===== src/hw/rtl/tpd_pkg.sv =====
`default_nettype none
// ----------------------------------------------------------------------------
// tpd_pkg: shared types and constants of the touch packet decoder
// Widths, event codes, register indexes, FSM types and the resolution
// alignment used when a sync packet is unpacked.
// ----------------------------------------------------------------------------
package tpd_pkg;

    localparam int unsigned BYTE_W         = 8;
    localparam int unsigned XY_W           = 14;   // coordinate port width
    localparam int unsigned COORD_BITS_DEF = 14;   // default coordinate resolution
    localparam int unsigned KIND_W         = 3;
    localparam int unsigned BTN_W          = 2;
    localparam int unsigned CFG_ADDR_W     = 3;
    localparam int unsigned CFG_DATA_W     = 14;
    localparam int unsigned FIFO_DEPTH     = 2;    // packet queue between front and back
    localparam int unsigned PKT_BYTES      = 5;    // bytes kept per packet
    localparam int unsigned EV_NUM         = 5;    // number of event kinds

    // event kinds
    typedef logic [KIND_W-1:0] t_kind;
    localparam t_kind EV_PROX_IN  = 3'd0;
    localparam t_kind EV_MOTION   = 3'd1;
    localparam t_kind EV_PRESS    = 3'd2;
    localparam t_kind EV_RELEASE  = 3'd3;
    localparam t_kind EV_PROX_OUT = 3'd4;

    // configuration register indexes
    typedef logic [CFG_ADDR_W-1:0] t_cfg_addr;
    localparam t_cfg_addr REG_SWAP_AXES = 3'd0;
    localparam t_cfg_addr REG_MIRROR_X  = 3'd1;
    localparam t_cfg_addr REG_MIRROR_Y  = 3'd2;
    localparam t_cfg_addr REG_CAL_MIN_X = 3'd3;
    localparam t_cfg_addr REG_CAL_MAX_X = 3'd4;
    localparam t_cfg_addr REG_CAL_MIN_Y = 3'd5;
    localparam t_cfg_addr REG_CAL_MAX_Y = 3'd6;
    localparam t_cfg_addr REG_BUTTON_ID = 3'd7;

    // header bytes
    localparam logic [BYTE_W-1:0] MT_HEAD    = 8'h0a;
    localparam logic [BYTE_W-1:0] MT_TAG     = 8'h34;  // '4'
    localparam logic [BYTE_W-1:0] SYNC_FLAGS = 8'h60;  // pressure | player
    localparam int unsigned       SYNC_BIT   = 7;
    localparam logic [BYTE_W-1:0] LEN_SHORT  = 8'd5;
    localparam logic [BYTE_W-1:0] LEN_LONG   = 8'd6;

    // resolution select codes (byte 0 bits 2..1)
    typedef logic [1:0] t_res;
    localparam t_res RES_11 = 2'd0;
    localparam t_res RES_12 = 2'd1;
    localparam t_res RES_13 = 2'd2;
    localparam t_res RES_14 = 2'd3;

    typedef enum logic [1:0] {
        MODE_HEADER,
        MODE_BODY,
        MODE_SKIP
    } t_mode;

    typedef enum logic [1:0] {
        BK_IDLE,
        BK_PREP,
        BK_DIV,
        BK_EMIT
    } t_back_state;

    typedef struct packed {
        logic                  swap_axes;
        logic                  mirror_x;
        logic                  mirror_y;
        logic [XY_W-1:0]       cal_min_x;
        logic [XY_W-1:0]       cal_max_x;
        logic [XY_W-1:0]       cal_min_y;
        logic [XY_W-1:0]       cal_max_y;
        logic [BTN_W-1:0]      button_id;
    } t_cfg;

    // mask the raw 14-bit axis to its resolution and left-align it to 14 bits
    function automatic logic [XY_W-1:0] res_align(input logic [XY_W-1:0] raw,
                                                  input t_res sel);
        logic [XY_W-1:0] v;
        case (sel)
            RES_11:  v = {raw[10:0], 3'b000};
            RES_12:  v = {raw[11:0], 2'b00};
            RES_13:  v = {raw[12:0], 1'b0};
            RES_14:  v = raw;
            default: v = raw;
        endcase
        return v;
    endfunction

endpackage
`default_nettype wire


===== src/hw/rtl/tpd_front.sv =====
`default_nettype none
// ----------------------------------------------------------------------------
// tpd_front: byte framing
// Hunts for headers, skips multitouch packets, collects sync packets and
// pushes one decoded axis pair per finished sync packet into the queue.
// ----------------------------------------------------------------------------
module tpd_front import tpd_pkg::*; #(
    parameter int unsigned COORD_BITS = COORD_BITS_DEF
) (
    input  wire                     i_clk,
    input  wire                     i_rst_n,
    input  wire                     i_valid,
    output logic                    o_ready,
    input  wire  [BYTE_W-1:0]       i_rx_byte,
    input  wire                     i_space,
    output logic                    o_push,
    output logic [2*COORD_BITS:0]   o_rec
);

    localparam int unsigned IDX_W = $clog2(PKT_BYTES);

    t_mode              r_mode, n_mode;
    logic [IDX_W-1:0]   r_cnt, n_cnt;
    logic [BYTE_W-1:0]  r_len, n_len;
    logic [BYTE_W-1:0]  r_pkt [PKT_BYTES];

    logic               w_accept;
    logic [IDX_W-1:0]   w_cnt_hdr;
    logic [IDX_W-1:0]   w_cnt_inc;
    logic               w_is_mt;
    logic               w_is_sync;
    logic               w_body_end;
    logic [BYTE_W-1:0]  w_len_dec;
    logic               w_wr_en;
    logic [IDX_W-1:0]   w_wr_idx;
    logic [BYTE_W-1:0]  w_b4;
    logic [XY_W-1:0]    w_a1;
    logic [XY_W-1:0]    w_a2;

    assign o_ready  = i_space;
    assign w_accept = i_valid & i_space;

    // header and body bookkeeping
    assign w_cnt_hdr  = (r_cnt > IDX_W'(2)) ? '0 : r_cnt;
    assign w_cnt_inc  = r_cnt + IDX_W'(1);
    assign w_is_mt    = (r_pkt[0] == MT_HEAD) && (i_rx_byte == MT_TAG);
    assign w_is_sync  = r_pkt[0][SYNC_BIT] & ~r_pkt[1][SYNC_BIT] & ~i_rx_byte[SYNC_BIT];
    assign w_body_end = (BYTE_W'(w_cnt_inc) >= r_len);
    assign w_len_dec  = (r_len != '0) ? r_len - BYTE_W'(1) : '0;

    // next mode
    always_comb begin
        n_mode = r_mode;
        if (w_accept) begin
            case (r_mode)
                MODE_HEADER: begin
                    if (w_cnt_hdr == IDX_W'(2)) begin
                        if (w_is_mt) begin
                            if (r_pkt[1] > BYTE_W'(1)) begin
                                n_mode = MODE_SKIP;
                            end
                        end else if (w_is_sync) begin
                            n_mode = MODE_BODY;
                        end
                    end
                end
                MODE_BODY: begin
                    if (w_body_end) begin
                        n_mode = MODE_HEADER;
                    end
                end
                MODE_SKIP: begin
                    if (w_len_dec == '0) begin
                        n_mode = MODE_HEADER;
                    end
                end
                default: n_mode = MODE_HEADER;
            endcase
        end
    end

    // counters, byte store and push
    always_comb begin
        n_cnt    = r_cnt;
        n_len    = r_len;
        w_wr_en  = 1'b0;
        w_wr_idx = r_cnt;
        o_push   = 1'b0;
        if (w_accept) begin
            case (r_mode)
                MODE_HEADER: begin
                    w_wr_en  = 1'b1;
                    w_wr_idx = w_cnt_hdr;
                    if (w_cnt_hdr == IDX_W'(2)) begin
                        if (w_is_mt) begin
                            n_cnt = '0;
                            n_len = (r_pkt[1] > BYTE_W'(1)) ? r_pkt[1] - BYTE_W'(1) : '0;
                        end else if (w_is_sync) begin
                            n_cnt = IDX_W'(3);
                            n_len = ((r_pkt[0] & SYNC_FLAGS) != '0) ? LEN_LONG : LEN_SHORT;
                        end else begin
                            n_cnt = '0;
                        end
                    end else begin
                        n_cnt = w_cnt_hdr + IDX_W'(1);
                    end
                end
                MODE_BODY: begin
                    w_wr_en = (r_cnt < IDX_W'(PKT_BYTES));
                    n_cnt   = w_cnt_inc;
                    if (w_body_end) begin
                        n_cnt  = '0;
                        n_len  = '0;
                        o_push = 1'b1;
                    end
                end
                MODE_SKIP: begin
                    n_len = w_len_dec;
                    if (w_len_dec == '0) begin
                        n_cnt = '0;
                    end
                end
                default: begin
                    n_cnt = '0;
                    n_len = '0;
                end
            endcase
        end
    end

    // axis unpack; byte 4 may be the word arriving now
    assign w_b4  = (r_cnt == IDX_W'(4)) ? i_rx_byte : r_pkt[4];
    assign w_a1  = res_align({r_pkt[1][6:0], r_pkt[2][6:0]}, t_res'(r_pkt[0][2:1]));
    assign w_a2  = res_align({r_pkt[3][6:0], w_b4[6:0]}, t_res'(r_pkt[0][2:1]));
    assign o_rec = {r_pkt[0][0], w_a1[XY_W-1 -: COORD_BITS], w_a2[XY_W-1 -: COORD_BITS]};

    always_ff @(posedge i_clk) begin
        if (!i_rst_n) begin
            r_mode <= MODE_HEADER;
            r_cnt  <= '0;
            r_len  <= '0;
        end else begin
            r_mode <= n_mode;
            r_cnt  <= n_cnt;
            r_len  <= n_len;
        end
    end

    // packet bytes need no reset
    always_ff @(posedge i_clk) begin
        if (w_wr_en) begin
            r_pkt[w_wr_idx] <= i_rx_byte;
        end
    end

endmodule
`default_nettype wire


===== src/hw/rtl/tpd_fifo.sv =====
`default_nettype none
// ----------------------------------------------------------------------------
// tpd_fifo: short packet queue
// Holds decoded axis pairs between framing and calibration.
// ----------------------------------------------------------------------------
module tpd_fifo import tpd_pkg::*; #(
    parameter int unsigned WIDTH = 29,
    parameter int unsigned DEPTH = FIFO_DEPTH
) (
    input  wire              i_clk,
    input  wire              i_rst_n,
    input  wire              i_push,
    input  wire  [WIDTH-1:0] i_data,
    input  wire              i_pop,
    output logic [WIDTH-1:0] o_data,
    output logic             o_full,
    output logic             o_empty
);

    localparam int unsigned AW = (DEPTH > 1) ? $clog2(DEPTH) : 1;
    localparam int unsigned CW = $clog2(DEPTH + 1);

    logic [WIDTH-1:0] r_mem [DEPTH];
    logic [AW-1:0]    r_wr, r_rd;
    logic [CW-1:0]    r_count;
    logic             w_push, w_pop;

    assign o_full  = (r_count == CW'(DEPTH));
    assign o_empty = (r_count == '0);
    assign o_data  = r_mem[r_rd];
    assign w_push  = i_push & ~o_full;
    assign w_pop   = i_pop & ~o_empty;

    // pointers and fill count
    always_ff @(posedge i_clk) begin
        if (!i_rst_n) begin
            r_wr    <= '0;
            r_rd    <= '0;
            r_count <= '0;
        end else begin
            if (w_push) begin
                r_wr <= (r_wr == AW'(DEPTH - 1)) ? '0 : r_wr + AW'(1);
            end
            if (w_pop) begin
                r_rd <= (r_rd == AW'(DEPTH - 1)) ? '0 : r_rd + AW'(1);
            end
            if (w_push && !w_pop) begin
                r_count <= r_count + CW'(1);
            end else if (w_pop && !w_push) begin
                r_count <= r_count - CW'(1);
            end
        end
    end

    always_ff @(posedge i_clk) begin
        if (w_push) begin
            r_mem[r_wr] <= i_data;
        end
    end

endmodule
`default_nettype wire


===== src/hw/rtl/tpd_back.sv =====
`default_nettype none
// ----------------------------------------------------------------------------
// tpd_back: calibration and event generation
// Pops one packet, calibrates x then y with a shared bit-serial divider,
// updates proximity and button state and emits the events in order.
// ----------------------------------------------------------------------------
module tpd_back import tpd_pkg::*; #(
    parameter int unsigned COORD_BITS = COORD_BITS_DEF
) (
    input  wire                     i_clk,
    input  wire                     i_rst_n,
    input  t_cfg                    i_cfg,
    input  wire                     i_empty,
    input  wire  [2*COORD_BITS:0]   i_rec,
    output logic                    o_pop,
    output logic                    o_valid,
    input  wire                     i_ready,
    output logic [KIND_W-1:0]       o_event_kind,
    output logic [XY_W-1:0]         o_pos_x,
    output logic [XY_W-1:0]         o_pos_y,
    output logic [BTN_W-1:0]        o_button,
    output logic                    o_last_event
);

    localparam int unsigned CB    = COORD_BITS;
    localparam int unsigned CNT_W = $clog2(COORD_BITS);
    localparam logic [CB-1:0] FS  = '1;

    t_back_state        r_state, n_state;
    logic               r_axis;            // 0: x, 1: y
    logic [CB-1:0]      r_px, r_py;
    logic [CB-1:0]      r_res_x, r_res_y;
    logic [EV_NUM-1:0]  r_mask;
    logic               r_in_prox, r_held;
    logic [XY_W-1:0]    r_rem;
    logic [CB-1:0]      r_quo;
    logic [XY_W-1:0]    r_div;
    logic [CNT_W-1:0]   r_cnt;

    logic               r_ovalid;
    t_kind              r_okind;
    logic [CB-1:0]      r_ox, r_oy;
    logic [BTN_W-1:0]   r_obtn;
    logic               r_olast;

    // popped record fields
    logic               w_pressed;
    logic [CB-1:0]      w_d1, w_d2;

    // calibration setup
    logic [CB-1:0]      w_v, w_vv;
    logic [XY_W-1:0]    w_lo_raw, w_hi_raw, w_lo, w_hi;
    logic               w_inv_raw, w_flip, w_inv;
    logic [XY_W-1:0]    w_vv14, w_diff14, w_span;
    logic               w_zero, w_clamp;
    logic [CB-1:0]      w_diff;
    logic [2*CB-1:0]    w_num;

    // divider step
    logic [XY_W:0]      w_trial;
    logic               w_ge;
    logic [XY_W-1:0]    w_rem_next;
    logic [CB-1:0]      w_quo_next;
    logic               w_div_last;

    // emission
    logic               w_load;
    t_kind              w_kind;
    logic [EV_NUM-1:0]  w_pick, w_mask_after;
    logic               w_axis_done;
    logic [CB-1:0]      w_axis_res;

    assign {w_pressed, w_d1, w_d2} = i_rec;
    assign o_pop = (r_state == BK_IDLE) && !i_empty;

    // bound normalization, mirror and range checks for the current axis
    assign w_v       = r_axis ? r_py : r_px;
    assign w_lo_raw  = r_axis ? i_cfg.cal_min_y : i_cfg.cal_min_x;
    assign w_hi_raw  = r_axis ? i_cfg.cal_max_y : i_cfg.cal_max_x;
    assign w_inv_raw = r_axis ? i_cfg.mirror_y : i_cfg.mirror_x;
    assign w_flip    = (w_lo_raw > w_hi_raw);
    assign w_lo      = w_flip ? w_hi_raw : w_lo_raw;
    assign w_hi      = w_flip ? w_lo_raw : w_hi_raw;
    assign w_inv     = w_inv_raw | w_flip;
    assign w_vv      = w_inv ? ~w_v : w_v;           // FS - v
    assign w_vv14    = XY_W'(w_vv);
    assign w_zero    = (w_hi == w_lo) || (w_vv14 <= w_lo);
    assign w_diff14  = w_vv14 - w_lo;
    assign w_span    = w_hi - w_lo;
    assign w_clamp   = (w_diff14 > w_span);          // quotient would exceed FS
    assign w_diff    = w_diff14[CB-1:0];
    assign w_num     = {w_diff, {CB{1'b0}}} - {{CB{1'b0}}, w_diff};  // FS * diff

    // restoring divider, one quotient bit per cycle
    assign w_trial    = {r_rem, r_quo[CB-1]};
    assign w_ge       = (w_trial >= {1'b0, r_div});
    assign w_rem_next = w_ge ? XY_W'(w_trial - {1'b0, r_div}) : w_trial[XY_W-1:0];
    assign w_quo_next = {r_quo[CB-2:0], w_ge};
    assign w_div_last = (r_cnt == CNT_W'(COORD_BITS - 1));

    // axis result ready this cycle
    always_comb begin
        w_axis_done = 1'b0;
        w_axis_res  = w_quo_next;
        if (r_state == BK_PREP) begin
            if (w_zero) begin
                w_axis_done = 1'b1;
                w_axis_res  = '0;
            end else if (w_clamp) begin
                w_axis_done = 1'b1;
                w_axis_res  = FS;
            end
        end else if (r_state == BK_DIV) begin
            w_axis_done = w_div_last;
        end
    end

    // event pick: lowest pending kind first
    always_comb begin
        if (r_mask[EV_PROX_IN]) begin
            w_kind = EV_PROX_IN;
        end else if (r_mask[EV_MOTION]) begin
            w_kind = EV_MOTION;
        end else if (r_mask[EV_PRESS]) begin
            w_kind = EV_PRESS;
        end else if (r_mask[EV_RELEASE]) begin
            w_kind = EV_RELEASE;
        end else begin
            w_kind = EV_PROX_OUT;
        end
    end
    assign w_pick       = EV_NUM'(1) << w_kind;
    assign w_mask_after = r_mask & ~w_pick;
    assign w_load       = (r_state == BK_EMIT) && (!r_ovalid || i_ready);

    // next state
    always_comb begin
        n_state = r_state;
        case (r_state)
            BK_IDLE: begin
                if (!i_empty) begin
                    n_state = BK_PREP;
                end
            end
            BK_PREP: begin
                if (w_axis_done) begin
                    n_state = r_axis ? BK_EMIT : BK_PREP;
                end else begin
                    n_state = BK_DIV;
                end
            end
            BK_DIV: begin
                if (w_axis_done) begin
                    n_state = r_axis ? BK_EMIT : BK_PREP;
                end
            end
            BK_EMIT: begin
                if (w_load && (w_mask_after == '0)) begin
                    n_state = BK_IDLE;
                end
            end
            default: n_state = BK_IDLE;
        endcase
    end

    // control registers
    always_ff @(posedge i_clk) begin
        if (!i_rst_n) begin
            r_state   <= BK_IDLE;
            r_axis    <= 1'b0;
            r_mask    <= '0;
            r_in_prox <= 1'b0;
            r_held    <= 1'b0;
            r_cnt     <= '0;
            r_ovalid  <= 1'b0;
        end else begin
            r_state <= n_state;
            if (o_pop) begin
                r_axis    <= 1'b0;
                // one pending bit per event kind, indexed by its code
                r_mask    <= {r_in_prox & ~w_pressed,     // proximity out
                              r_held & ~w_pressed,        // release
                              ~r_held & w_pressed,        // press
                              1'b1,                       // motion
                              ~r_in_prox & w_pressed};    // proximity in
                r_in_prox <= w_pressed;
                r_held    <= w_pressed;
            end
            if (w_axis_done) begin
                r_axis <= 1'b1;
            end
            if (r_state == BK_PREP) begin
                r_cnt <= '0;
            end else if (r_state == BK_DIV) begin
                r_cnt <= r_cnt + CNT_W'(1);
            end
            if (w_load) begin
                r_mask   <= w_mask_after;
                r_ovalid <= 1'b1;
            end else if (i_ready) begin
                r_ovalid <= 1'b0;
            end
        end
    end

    // datapath registers
    always_ff @(posedge i_clk) begin
        if (o_pop) begin
            r_px <= i_cfg.swap_axes ? w_d1 : w_d2;
            r_py <= i_cfg.swap_axes ? w_d2 : w_d1;
        end
        if (r_state == BK_PREP) begin
            r_rem <= XY_W'(w_num[2*CB-1:CB]);
            r_quo <= w_num[CB-1:0];
            r_div <= w_span;
        end else if (r_state == BK_DIV) begin
            r_rem <= w_rem_next;
            r_quo <= w_quo_next;
        end
        if (w_axis_done) begin
            if (r_axis) begin
                r_res_y <= w_axis_res;
            end else begin
                r_res_x <= w_axis_res;
            end
        end
        if (w_load) begin
            r_okind <= w_kind;
            r_ox    <= r_res_x;
            r_oy    <= r_res_y;
            r_obtn  <= ((w_kind == EV_PRESS) || (w_kind == EV_RELEASE)) ?
                       i_cfg.button_id : '0;
            r_olast <= (w_mask_after == '0);
        end
    end

    assign o_valid      = r_ovalid;
    assign o_event_kind = r_okind;
    assign o_pos_x      = XY_W'(r_ox);
    assign o_pos_y      = XY_W'(r_oy);
    assign o_button     = r_obtn;
    assign o_last_event = r_olast;

`ifndef SYNTH
    // emission only runs with events pending
    a_emit_mask: assert property (@(posedge i_clk) disable iff (!i_rst_n)
        (r_state == BK_EMIT) |-> (r_mask != '0))
        else $error("emit state with empty event mask");

    // idle leaves no stale events
    a_idle_mask: assert property (@(posedge i_clk) disable iff (!i_rst_n)
        (r_state == BK_IDLE) |-> (r_mask == '0))
        else $error("events pending while idle");

    // proximity in and out never come from one packet
    a_prox_excl: assert property (@(posedge i_clk) disable iff (!i_rst_n)
        !(r_mask[EV_PROX_IN] && r_mask[EV_PROX_OUT]))
        else $error("proximity in and out in one packet");

    // press and release never come from one packet
    a_btn_excl: assert property (@(posedge i_clk) disable iff (!i_rst_n)
        !(r_mask[EV_PRESS] && r_mask[EV_RELEASE]))
        else $error("press and release in one packet");

    // divider count stays within the coordinate width
    a_div_cnt: assert property (@(posedge i_clk) disable iff (!i_rst_n)
        (r_state == BK_DIV) |-> (r_cnt <= CNT_W'(COORD_BITS - 1)))
        else $error("divider count overrun");
`endif

endmodule
`default_nettype wire


===== src/hw/rtl/touch_packet_decoder.sv =====
`default_nettype none
// ----------------------------------------------------------------------------
// touch_packet_decoder: serial touch controller packet decoder
// Frames controller bytes into packets, calibrates the coordinates and emits
// proximity, motion and button events.
//
//   channel | handshake              | payload
//   --------+------------------------+-------------------------------------
//   input   | i_valid / o_ready      | i_rx_byte
//   output  | o_valid / i_ready      | o_event_kind o_pos_x o_pos_y
//           |                        | o_button o_last_event
//   config  | i_cfg_we (no wait)     | i_cfg_addr i_cfg_wdata
//
// A byte is taken whenever the two-entry packet queue has room.
// Each sync packet is calibrated by the back end (a bit-serial divider
// shared by both axes) and then emitted as one output word per event,
// at most three events per packet.
// Reset is synchronous and active low; it clears framing, queue, event state
// and configuration. A stalled output holds its word in the output register;
// the front keeps taking bytes until the queue fills.
// ----------------------------------------------------------------------------
module touch_packet_decoder import tpd_pkg::*; #(
    parameter int unsigned COORD_BITS = COORD_BITS_DEF
) (
    input  wire                   i_clk,
    input  wire                   i_rst_n,
    input  wire                   i_valid,
    output logic                  o_ready,
    input  wire  [BYTE_W-1:0]     i_rx_byte,
    output logic                  o_valid,
    input  wire                   i_ready,
    output logic [KIND_W-1:0]     o_event_kind,
    output logic [XY_W-1:0]       o_pos_x,
    output logic [XY_W-1:0]       o_pos_y,
    output logic [BTN_W-1:0]      o_button,
    output logic                  o_last_event,
    input  wire                   i_cfg_we,
    input  wire  [CFG_ADDR_W-1:0] i_cfg_addr,
    input  wire  [CFG_DATA_W-1:0] i_cfg_wdata
);

    localparam int unsigned REC_W = 2 * COORD_BITS + 1;

    t_cfg              r_cfg;
    logic              w_push, w_pop, w_full, w_empty;
    logic [REC_W-1:0]  w_rec_in, w_rec_out;

    // configuration registers
    always_ff @(posedge i_clk) begin
        if (!i_rst_n) begin
            r_cfg.swap_axes <= 1'b0;
            r_cfg.mirror_x  <= 1'b0;
            r_cfg.mirror_y  <= 1'b0;
            r_cfg.cal_min_x <= '0;
            r_cfg.cal_max_x <= '1;
            r_cfg.cal_min_y <= '0;
            r_cfg.cal_max_y <= '1;
            r_cfg.button_id <= BTN_W'(1);
        end else if (i_cfg_we) begin
            case (i_cfg_addr)
                REG_SWAP_AXES: r_cfg.swap_axes <= i_cfg_wdata[0];
                REG_MIRROR_X:  r_cfg.mirror_x  <= i_cfg_wdata[0];
                REG_MIRROR_Y:  r_cfg.mirror_y  <= i_cfg_wdata[0];
                REG_CAL_MIN_X: r_cfg.cal_min_x <= i_cfg_wdata[XY_W-1:0];
                REG_CAL_MAX_X: r_cfg.cal_max_x <= i_cfg_wdata[XY_W-1:0];
                REG_CAL_MIN_Y: r_cfg.cal_min_y <= i_cfg_wdata[XY_W-1:0];
                REG_CAL_MAX_Y: r_cfg.cal_max_y <= i_cfg_wdata[XY_W-1:0];
                REG_BUTTON_ID: r_cfg.button_id <= i_cfg_wdata[BTN_W-1:0];
                default: ;
            endcase
        end
    end

    tpd_front #(
        .COORD_BITS (COORD_BITS)
    ) u_front (
        .i_clk     (i_clk),
        .i_rst_n   (i_rst_n),
        .i_valid   (i_valid),
        .o_ready   (o_ready),
        .i_rx_byte (i_rx_byte),
        .i_space   (~w_full),
        .o_push    (w_push),
        .o_rec     (w_rec_in)
    );

    tpd_fifo #(
        .WIDTH (REC_W),
        .DEPTH (FIFO_DEPTH)
    ) u_fifo (
        .i_clk   (i_clk),
        .i_rst_n (i_rst_n),
        .i_push  (w_push),
        .i_data  (w_rec_in),
        .i_pop   (w_pop),
        .o_data  (w_rec_out),
        .o_full  (w_full),
        .o_empty (w_empty)
    );

    tpd_back #(
        .COORD_BITS (COORD_BITS)
    ) u_back (
        .i_clk        (i_clk),
        .i_rst_n      (i_rst_n),
        .i_cfg        (r_cfg),
        .i_empty      (w_empty),
        .i_rec        (w_rec_out),
        .o_pop        (w_pop),
        .o_valid      (o_valid),
        .i_ready      (i_ready),
        .o_event_kind (o_event_kind),
        .o_pos_x      (o_pos_x),
        .o_pos_y      (o_pos_y),
        .o_button     (o_button),
        .o_last_event (o_last_event)
    );

endmodule
`default_nettype wire


===== config.mk =====
export PLATFORM = sky130hd
export DESIGN_NAME = touch_packet_decoder
export DESIGN_NICKNAME = d
export VERILOG_FILES = /design/src/hw/rtl/tpd_pkg.sv /design/src/hw/rtl/tpd_front.sv /design/src/hw/rtl/tpd_fifo.sv /design/src/hw/rtl/tpd_back.sv /design/src/hw/rtl/touch_packet_decoder.sv
export SDC_FILE = /design/constraint.sdc
export NUM_CORES = 1
export LEC_CHECK = 0
export BUFFER_PORTS_ARGS = -buffer_cell sky130_fd_sc_hd__buf_2
export CORE_ASPECT_RATIO = 0.7
export CORE_MARGIN = 2
export CORE_UTILIZATION = 55
export CTS_CLUSTER_DIAMETER = 30
export CTS_CLUSTER_SIZE = 12
export DETAILED_ROUTE_END_ITERATION = 16
export PLACE_DENSITY = 0.87
export SLEW_MARGIN = 20
export SYNTH_ARGS = -nofsm -noshare
export SYNTH_HDL_FRONTEND = slang
export SYNTH_SLANG_ARGS = --single-unit

===== constraint.sdc =====
create_clock -name i_clk -period 8.19 [get_ports i_clk]
set_clock_uncertainty 0.05 [all_clocks]
set_input_delay 1.638 -clock i_clk [delete_from_list [all_inputs] [get_ports i_clk]]
set_output_delay 1.638 -clock i_clk [all_outputs]
set_load 0.01 [all_outputs]

==> out/qor.yml <==
hold_path:
  min_path_type: "flip-flop to flip-flop"
  hp-start: "u_back.r_res_y[2]"
worst_setup_path:
  cp_max_fo: 30
  r2r_start: "u_back.r_axis"
  cp.buffers_inverters: 1
  critPathArrivalTime_ns: 7.52
  cp-start-kind: "flip-flop"
  cp_common_cell: "ha_1"
  critPathLaunch: "u_back.r_axis"
  critPathRequiredTime_ns: 8.38
  crit_type: "flip-flop to flip-flop"
  crit_path_max_incr_delay_ns: 0.85
  worstSetupEndpointType: "flip-flop"
  slowest_stage: "dfxtp_2"
  crit_family: "compound AO/OA/AOI/OAI gates"
clocking:
  cts-hold-fix-buffers: 0
  h-tree-depth: 2
  cts_sinks: 320
  cts_buffers: 47
  worstSkewPairLatency_ns: 0.55
  cts_setup_buffers: 0
  cts_resized: 0
  root_buffer: "clkbuf_16"
  tritoncts: "built"
  clockBufferDepth: 3
  clk_pin_slew_ns: 0.06
global_routing:
  antenna_found_initial: 0
  grt_max_degree: 60
  grt_pass1_wl_um: 64500
  grt-ovfl-total: 0
  track_usage: 0.249
  grt_pass1_vias: 12000
floorplan:
  initial_core_util: 0.555
  die-area_um2: 32600
  fp.coreArea_um2: 30900
  die_h_um: 152
  num_rows: 54
  die_x_um: 215
  ios: 66
finish:
  post_route_cells_drive_above_1_share: 0.170
  syn2layout_area_growth_pct: 13.4
  fillCellCount: 2343
  nets: 1735
  diodes: 0
placed_design:
  dp_hpwl_um: 28900
  routabilityCongestion: 0.924
  place.port_buffers: 65
routing:
  routed_wl_um: 40500
  drt_pre_antenna_iters: 5
  vias: 12500
  avgViaCountPerCell: 6.03
  antenna_left: 0
  route.detailed.drc: 0
  wl_per_cell_um: 19.5
  drt_iter0_drc: 1272
logic_synthesis:
  synth_area_um2: 17100
  synth_edf_count: 227
  yosys_warnings: 0
  ys.flop_type: "edfxtp_1"
  async_flop_share: 0
  ys_seq_area_frac: 0.507
  syn_inst: 1566
  syn_nets: 1675
  syn-mean-instance-area_um2: 10.9
  ys_ff_latch: 320
  synth.distinct_cells: 85
flow_run:
  cap_violations: 0
timing:
  hold_viol: 0
  clock.fmax_mhz: 136
  rsz0062_at_grt: "false"
  slew_headroom: 0.303
  worstMarginPinSlew_ns: 1.05
  slew_viol_final: 0
  setup_tns_ns: 0
  report.final.setup_viol: 0
  min_period_over_period: 0.895
  period_minus_slack_ns: 7.33
power:
  p_total_w: 0.00656
  p_per_area_nw_per_um2: 338
  p_leak_nw: 7.37
  max-vdd-ir-drop_uv: 276
outcome:
  status: "finished, final reports clean"
[cells in the final DEF, fill, tap and decap left out, drive strengths merged, types with 11 or more instances in the layout]
cell / instances
o21a: 14
mux4: 40
nor2b: 21
buf: 82
clkinv: 18
nor2: 117
edfxtp: 227
nor4: 11
nand3: 44
and3: 13
nor3: 37
inv: 82
or2: 18
xnor2: 40
a21o: 13
mux2: 34
nand4: 15
ha: 77
nand2b: 15
clkbuf: 51
mux2i: 66
nand2: 199
o21ai: 69
dfxtp: 93
xor2: 26
a21oi: 96
[area by class of cell]
| class | count | area (um2) | area share |
|---|---|---|---|
| Tap cell | 420 | 526 | 0.0271 |
| Timing Repair Buffer | 82 | 453 | 0.0233 |
| Clock buffer | 51 | 1210 | 0.0624 |
| Clock inverter | 33 | 360 | 0.0186 |
| Sequential cell | 320 | 8680 | 0.447 |
| Inverter | 75 | 282 | 0.0145 |
| Multi-Input combinational cell | 1100 | 7910 | 0.407 |
[metrics by stage]
| stage | instance area (um2) | worst slack (ns) | utilization | hold WS (ns) | instances |
|---|---|---|---|---|---|
| final | 19400 | 0.860 | 0.629 | 0.365 | 2081 |
| after detailed placement | 17800 | 0.628 | 0.577 | 0.355 | 1997 |
| after global routing | 19400 | 0.260 | 0.629 | 0.379 | 2081 |
| after global placement | 17800 | 0.926 | 0.577 | 0.353 | 1997 |
| after CTS | 19400 | 0.579 | 0.628 | 0.369 | 2081 |
| after floorplan | 17100 | 0.562 | - | 0.350 | 1566 |
[worst paths after layout]
| kind | to | slack, ns | depth (start not counted) |
|---|---|---|---|
| max reg2reg | u_back.r_res_y[11] | 0.86 | 25 |
| min reg2reg | u_back.o_pos_y[2] | 0.36 | 0 |
| max | u_back.r_res_y[11] | 0.86 | 25 |
| min | u_back.o_pos_y[2] | 0.36 | 0 |
[cells by family (layout without fill, tap and decap cells)]
kind of cell / after synthesis / in the layout / synth area share
AOI/OAI and AO/OA: 287 / 287 / 0.107
xor gates and xnor gates: 66 / 66 / 0.0346
adders and majority gates: 80 / 80 / 0.0592
buffers and inverters: 146 / 241 / 0.0336
DFF: 320 / 320 / 0.507
muxes: 140 / 140 / 0.114
and+or+nand+nor: 527 / 527 / 0.145
[state kept, by name, summed over array words and instances, names as in the netlist, 2 cells and up, named ones only]
signal and flops:
r_cfg 61, u_fifo.r_mem 58, u_front.r_pkt 37, u_back.o_pos_x 14, u_back.o_pos_y 14, u_back.r_div 14
u_back.r_px 14, u_back.r_py 14, u_back.r_quo 14, u_back.r_rem 14, u_back.r_res_x 14, u_back.r_res_y 14
u_front.r_len 8, u_back.r_mask 5, u_back.r_cnt 4, u_back.o_event_kind 3, u_front.r_cnt 3, u_back.o_button 2
u_back.r_state 2, u_fifo.r_count 2, u_front.r_mode 2
[power by group]
part           switching (W)  leakage, nW  internal [W]  total, W
combinational        0.00139         3.79      0.000912   0.00230
clock               0.000749        0.767       0.00124   0.00199
sequential          0.000166         2.81       0.00211   0.00227
[synth_stat cells (all sizes together), types with 15 or more instances]
| cell type | instances | area (um2) |
|---|---|---|
| ha | 77 | 963 |
| nand2b | 15 | 93.8 |
| buf | 16 | 87.6 |
| nand4 | 15 | 93.8 |
| mux2i | 66 | 661 |
| edfxtp | 227 | 6820 |
| or2 | 18 | 113 |
| nor3 | 37 | 185 |
| xnor2 | 40 | 358 |
| mux2 | 34 | 387 |
| dfxtp | 93 | 1860 |
| a21oi | 96 | 488 |
| mux4 | 40 | 901 |
| clkbuf | 55 | 206 |
| nor2 | 117 | 439 |
| xor2 | 26 | 235 |
| nand3 | 44 | 220 |
| o21ai | 69 | 360 |
| inv | 75 | 282 |
| nand2 | 199 | 747 |
| nor2b | 21 | 131 |
[per-layer routing]
layer	up-vias	wire [um]	global-route usage
met5	-	0	0
met1	6121	17700	0.335
met3	79	2710	0.0435
li1	5857	-	-
met4	0	847	0.0677
met2	483	19300	0.420
(Power assumes the default switching activity.)
